**config.mk**
```make
export PLATFORM = sky130hd
export DESIGN_NAME = vcrl_front
export DESIGN_NICKNAME = d
export VERILOG_FILES = /design/src/design/vcrl_pkg.sv /design/src/design/vcrl_front.sv
export SDC_FILE = /design/constraint.sdc
export NUM_CORES = 1
export LEC_CHECK = 0
export BUFFER_PORTS_ARGS = -buffer_cell sky130_fd_sc_hd__buf_2
export CAP_MARGIN = 20
export CORE_MARGIN = 5
export CORE_UTILIZATION = 50
export CTS_CLUSTER_DIAMETER = 120
export CTS_CLUSTER_SIZE = 8
export DETAILED_ROUTE_END_ITERATION = 10
export PLACE_DENSITY_LB_ADDON = 0.2
export RECOVER_POWER = 100
export SYNTH_ARGS = -nofsm -noshare
export SYNTH_HDL_FRONTEND = slang
export SYNTH_SLANG_ARGS = --single-unit
```
**constraint.sdc**
```tcl
create_clock -name i_clk -period 5.4 [get_ports i_clk]
set_input_delay 0.54 -clock i_clk [delete_from_list [all_inputs] [get_ports i_clk]]
set_output_delay 0.54 -clock i_clk [all_outputs]
set_load 0.005 [all_outputs]
```
**src/design/vcrl_pkg.sv**
```systemverilog
// Package with shared types, codes and helpers of the verdict cache rate limiter.
`timescale 1ns / 1ps
`default_nettype none
package vcrl_pkg;

    localparam int VCRL_ENTRIES = 64;

    localparam logic [2:0] ACT_INBOUND  = 3'd0;
    localparam logic [2:0] ACT_OUTBOUND = 3'd1;
    localparam logic [2:0] ACT_UPDATE   = 3'd2;
    localparam logic [2:0] ACT_FLUSH    = 3'd3;
    localparam logic [2:0] ACT_TICK     = 3'd4;

    localparam logic [2:0] VERD_DROP       = 3'd1;
    localparam logic [2:0] VERD_RATE_LIMIT = 3'd2;
    localparam logic [2:0] VERD_QUARANTINE = 3'd4;

    localparam logic [2:0] MODE_DETECT  = 3'd2;
    localparam logic [2:0] MODE_PROTECT = 3'd3;

    localparam logic [1:0] CFG_ENABLE = 2'd0;
    localparam logic [1:0] CFG_MODE   = 2'd1;
    localparam logic [1:0] CFG_TPS    = 2'd2;

    localparam logic [3:0] CAUSE_FILTER_OFF = 4'd0;
    localparam logic [3:0] CAUSE_MODE_LOW   = 4'd1;
    localparam logic [3:0] CAUSE_NO_ENTRY   = 4'd2;
    localparam logic [3:0] CAUSE_EXPIRED    = 4'd3;
    localparam logic [3:0] CAUSE_ALLOW      = 4'd4;
    localparam logic [3:0] CAUSE_DROP       = 4'd5;
    localparam logic [3:0] CAUSE_RATE       = 4'd6;
    localparam logic [3:0] CAUSE_UPDATED    = 4'd7;
    localparam logic [3:0] CAUSE_INSERTED   = 4'd8;
    localparam logic [3:0] CAUSE_FULL       = 4'd9;
    localparam logic [3:0] CAUSE_FLUSHED    = 4'd10;
    localparam logic [3:0] CAUSE_TICK       = 4'd11;

    localparam logic [15:0] DEFAULT_DURATION = 16'd300;
    localparam logic [15:0] DEFAULT_TPS      = 16'd1000;

    typedef enum logic [2:0] {
        OP_RESULT,
        OP_LOOKUP,
        OP_UPDATE,
        OP_FLUSH,
        OP_TICK
    } t_op;

    typedef struct packed {
        t_op         op;
        logic [3:0]  cause;
        logic [31:0] key;
        logic [2:0]  verdict;
        logic [31:0] limit;
        logic [15:0] duration;
    } t_job;

    function automatic logic later_than(input logic [31:0] a, input logic [31:0] b);
        logic [31:0] d;
        d = a - b;
        return (d != 32'd0) && !d[31];
    endfunction

endpackage
`default_nettype wire

```
**src/design/vcrl_front.sv**
```systemverilog
// Front end: accepts beats, classifies them into jobs and queues them for the table engine.
`timescale 1ns / 1ps
`default_nettype none
module vcrl_front import vcrl_pkg::*; (
    input  wire logic        i_clk,
    input  wire logic        i_rst_n,
    input  wire logic        i_valid,
    output logic             o_ready,
    input  wire logic [2:0]  i_action,
    input  wire logic [31:0] i_src_addr,
    input  wire logic [31:0] i_dst_addr,
    input  wire logic [2:0]  i_verdict_code,
    input  wire logic [31:0] i_rate_limit,
    input  wire logic [15:0] i_duration,
    input  wire logic        i_filter_enable,
    input  wire logic [2:0]  i_filter_mode,
    input  wire logic        i_hold,
    output logic             o_job_valid,
    input  wire logic        i_job_ready,
    output t_job             o_job
);

    t_job       r_q [2];
    logic       r_wp;
    logic       r_rp;
    logic [1:0] r_cnt;
    t_job       w_job;
    logic       w_push;
    logic       w_pop;

    always_comb begin
        w_job          = '0;
        w_job.op       = OP_RESULT;
        w_job.cause    = CAUSE_FILTER_OFF;
        w_job.key      = i_src_addr;
        w_job.verdict  = i_verdict_code;
        w_job.limit    = i_rate_limit;
        w_job.duration = i_duration;
        case (i_action)
            ACT_INBOUND, ACT_OUTBOUND: begin
                if (i_action == ACT_OUTBOUND) begin
                    w_job.key = i_dst_addr;
                end
                if (!i_filter_enable) begin
                    w_job.cause = CAUSE_FILTER_OFF;
                end else if (i_filter_mode < MODE_PROTECT) begin
                    w_job.cause = CAUSE_MODE_LOW;
                end else begin
                    w_job.op = OP_LOOKUP;
                end
            end
            ACT_UPDATE: w_job.op = OP_UPDATE;
            ACT_FLUSH:  w_job.op = OP_FLUSH;
            ACT_TICK:   w_job.op = OP_TICK;
            default:    w_job.op = OP_RESULT;
        endcase
    end

    assign o_ready     = (r_cnt != 2'd2) && !i_hold;
    assign w_push      = i_valid && o_ready;
    assign o_job_valid = (r_cnt != 2'd0);
    assign w_pop       = o_job_valid && i_job_ready;
    assign o_job       = r_q[r_rp];

    always_ff @(posedge i_clk) begin
        if (!i_rst_n) begin
            r_wp  <= 1'b0;
            r_rp  <= 1'b0;
            r_cnt <= 2'd0;
        end else begin
            if (w_push) begin
                r_q[r_wp] <= w_job;
                r_wp      <= ~r_wp;
            end
            if (w_pop) begin
                r_rp <= ~r_rp;
            end
            r_cnt <= r_cnt + {1'b0, w_push} - {1'b0, w_pop};
        end
    end

endmodule
`default_nettype wire

```
Word-level counts from Yosys, hierarchy flattened
Memories as Yosys holds them, arrays and structs flattened. A register that Yosys moved wholly into a read port is not among the register bits.
Index checks and enable logic that the tools add are counted.
- $add $sub $neg: 2
- order comparisons: 1
- equal/unequal tests: 5
- multiplexer cells: 12
- bitwise gates (word level): 2
- reduce and logical (&&, ||, !) cells: 7
- operator list (kind ; count):
    two-way mux 36 bit ; 1
    two-way mux 32 bit ; 1
    one-hot mux 3 bit (4 select lines) ; 1
    two-way mux 1 bit ; 9
    == test 3 x 2 -> 1 bit, second input constant ; 2
    == test 3 x 1 -> 1 bit, second input constant ; 1
    == test 3 bit, second input constant ; 1
    logical AND 1 bit ; 3
    logical NOT 3 bit ; 1
    less-than comparator 3 x 2 -> 1 bit, second input constant ; 1
    adder 2 x 1 -> 2 bit ; 1
    inequality test 2 bit, second input constant ; 1
    NOT 1 bit ; 2
    nonzero test 2 bit ; 1
    OR reduction 2 bit ; 1
    subtractor 2 x 1 -> 2 bit ; 1
    logical NOT 1 bit ; 1
- bits in registers: 4
- bits in writable memories: 180
- bits of input ports: 127
- output and inout port bits: 92
- word-level logic and storage cells: 33
- memories: 1
- memory list (memory ; words ; bits a word ; rd ports ; clocked after memory_dff ; wr ports ; line ; source):
    r_q ; 2 ; 90 ; 1 ; 1 ; 1 ; vcrl_front.sv:23 ; t_job r_q [2];

Longest topological paths before layout
- word-level depth: 6
- mapped depth: 8
- gate-level depth less buffers: 8

Worst setup path after synthesis
OpenSTA, ideal clock, no wires.
- kind: input to register
- from: input port i_valid
- to: memory r_q[0][0] (netlist bit) (enable)
- library setup time: 0.533 ns
- arrival time: 4.433 ns
- required time: 4.867 ns
- setup slack: 0.434 ns
- stages: 3
- path through: nor2b_1 -> nand2_1 -> nor2_1
- word-level cells in the longest chain between the ends: 4
- RTL lines (item ; line ; source):
    start: declaration ; vcrl_front.sv:7 ; input wire logic i_valid,
    logical AND 1 bit ; vcrl_front.sv:60 ; assign w_push = i_valid && o_ready;
    two-way mux 1 bit ; vcrl_front.sv:71 ; if (w_push) begin
    two-way mux 1 bit ; vcrl_front.sv:66 ; if (!i_rst_n) begin
    two-way mux 1 bit (not written as such) ; vcrl_front.sv:72 ; r_q[r_wp] <= w_job;
    end: declaration ; vcrl_front.sv:23 ;
Every way passes these cells.

Worst setup path in the final report
- from: register r_cnt[0]
- to: memory r_q[1][0] (netlist bit) (enable)
- word-level cells in the longest chain between the ends: 6
- RTL lines (item ; line ; source):
    start: declaration ; vcrl_front.sv:26 ; logic [1:0] r_cnt;
    start signal: assignment ; vcrl_front.sv:78 ; r_cnt <= r_cnt + {1'b0, w_push} - {1'b0, w_pop};
    inequality test 2 bit ; vcrl_front.sv:59 ; assign o_ready = (r_cnt != 2'd2) && !i_hold;
    logical AND 1 bit ; vcrl_front.sv:59 ;
    logical AND 1 bit ; vcrl_front.sv:60 ;
    two-way mux 1 bit ; vcrl_front.sv:71 ;
    two-way mux 1 bit ; vcrl_front.sv:66 ;
    two-way mux 1 bit (not written as such) ; vcrl_front.sv:72 ;
Every way passes these cells.

==> run summary <==
Crit path required time: 5430 ps
Int Pwr: 2.58 mW
Final Cycle Share: 65.1%
Part of the power in the clock network: 34.7%
Overall power: 3.37 mW
Status: finished with violations
#FFs+latches synth: 179
Initial antenna violation count: 2
WL/cell: 17.5 um
Clock Root Buffer: clkbuf_16
H-tree depth: 4
Critical Path Slowest Stage Cell: and4_1
Placed Area: 0.00837 mm^2
Drt first pass iters: 4
Final net count: 698
CTS tree: done
DRT met1 WL: 5.46 mm
Layout cells sized above 1: 42.8%
# port buffers: 215
CP cell instances: nand2b_1 > and4_1 > clkbuf_2
Cts bufs inserted: 17
Leak: 3.09 nW
Failing checks: max-capacitance violations, max-slew violations
Layout area overhead: 22.0%
Yosys warns: 0
Cts hold-fix bufs: 0
Cell Pwr Density: 387 mW/mm^2
Gate family responsible for the most delay along the worst path: simple AND/OR/NAND/NOR gates
Sequential power share: 48.8%
Worst-Margin Slew: 2200 ps
Final worst clock skew: 8.26 ps
Clock transition at the registers of the reported paths: 60 ps
Critical path endpoint category: flip-flop
Total die area: 0.0168 mm^2
Largest net degree at the start of global routing: 54
Final setup vio count: 0
Die height: 130 um
Most frequent cells in the layout: 174 x edfxtp_1, 135 x buf_2, 82 x clkbuf_1
I/O pin count: 219
Diodes inserted: 0
DRC: 0
First-pass GRT wire length: 19.8 mm
RD Place Congestion: 0.722
ANT nets after route: 0
Area of the core: 0.0139 mm^2
Metal3 WL: 1.37 mm
Worst hold path type: in -> reg
Worst-skew pair later-pin latency: 420 ps
Setup TNS: 0 ps
Comb pwr share: 16.5%
Number of global-route vias before repair: 4044
CP Data Arrival Time: 3550 ps
Critical path class: reg -> reg
CTS Buffer Depth: 2
CP peak stage delay: 1440 ps
Total congestion overflow: 0
Worst Setup Start Kind: flip-flop
Register area share after synthesis: 74.5%
Reg-to-reg slack, setup: 1880 ps
Top sig layer: met5
Count of cell types in the netlist: 27
Initial Util: 51.3%
CTS Sinks: 179
WL final: 13.3 mm
Routed wl met2: 6.28 mm
Num rows: 43
Fin. Hold Viols: 0
Vias: 3820
Hpwl dp: 9.12 mm
Switch share: 23.4%
CP max FO: 48
Max Fclk: 0.284 GHz
Unrepaired setup endpoints after global routing: false
Post-CTS setup buffers: 0
Worst path buffer plus inverter count: 1
Die Width: 130 um
Post-route cell area: 0.00871 mm^2
Total GRT Usage: 15.8%
Post-layout min period: 3520 ps
Post-Syn Area: 0.00714 mm^2
Sw Pwr: 788 uW
Slew headroom: -46.4%
Worst VDD drop: 243 uV
Final Max Tran Viols: 144
Max Cap Viol: 4
Synth Instances: 346
Resized Gates After CTS: 0
DR iter-0 viols: 193
Commonest non-fill, non-tap cell in the layout: edfxtp_1
Mean Syn Cell Area: 20.6 um^2
Final core utilization: 62.5%
Via density per instance: 5.01
-- final timing paths --
kind | start | endpoint | cells past startpoint
setup / recovery | r_cnt[0] | r_q[1][0] | 3
hold / removal | i_duration[5] | r_q[1][5] | 1
hold reg to reg | r_wp | r_wp | 2
setup reg to reg | r_cnt[0] | r_q[1][0] | 3
-- cell usage after synthesis --
library cell    n  area [um^2]
dfxtp_1         5          100
a21oi_1         1         5.00
ha_1            2         25.0
edfxtp_1      174         5230
conb_1          1         3.75
xnor2_1         3         26.3
and2b_1         1         7.51
nand2_1         4         15.0
o21a_1          1         7.51
or2_2           1         6.26
buf_6           4         45.0
nor2_1          2         7.51
buf_12          3         60.1
mux2_2         89         1000
and4_1          1         8.76
mux2_4         30          450
buf_4           3         22.5
and2_4          1         8.76
and2_1          2         12.5
inv_1           1         3.75
buf_2           7         35.0
nor3b_1         1         7.51
o21ai_0         1         5.00
nand2b_1        2         12.5
mux2i_1         1         10.0
and3_1          1         6.26
nor2b_1         4         25.0
-- state kept, by name, indices dropped and copies added, names as in the netlist, named ones only --
signal  count
r_cnt       2
r_q       174
r_rp        1
r_wp        1
-- power by group through the flow --
stage          Clock (mW)  Sequential [mW]  Combinational [mW]
2_1_floorplan           0             1.64               0.391
3_3_place_gp            0             1.72               0.530
3_5_place_dp            0             1.68               0.599
4_1_cts              1.20             1.65               0.603
5_1_grt              1.26             1.65               0.610
6_report             1.17             1.64               0.555
-- kinds of logic after synthesis --
group / share of synthesized area [%]
flops: 74.5
mux: 20.5
simple gates: 1.65
buf+inv: 2.33
compound gates: 0.245
xor+xnor: 0.368
fa+ha+maj: 0.350
other cells: 0.0525
-- cell type report --
type | count | area, um^2
clock buffer | 19 | 433
clock inverter | 13 | 134
fill | 1098 | 5220
inverter | 1 | 3.75
multi-input combinational | 151 | 1550
sequential | 179 | 5330
tap | 180 | 225
timing repair buffer | 219 | 1040
-- through the flow --
| step | hold slack [ps] | setup WS (ps) | std cells |
|---|---|---|---|
| after detailed placement | 474 | 2860 | 730 |
| final | 304 | 1880 | 762 |
| after global placement | 462 | 2900 | 728 |
| after CTS | 286 | 2850 | 762 |
| after floorplan | 442 | 434 | 348 |
| after global routing | 287 | 1520 | 762 |
-- metal layers --
layer | global-route usage (%) | up-vias
met5 | 0 | -
met4 | 5.87 | 4
met3 | 6.92 | 21
met2 | 25.3 | 163
met1 | 19.0 | 1837
li1 | - | 1795
Power figures use the tool's default switching activity.
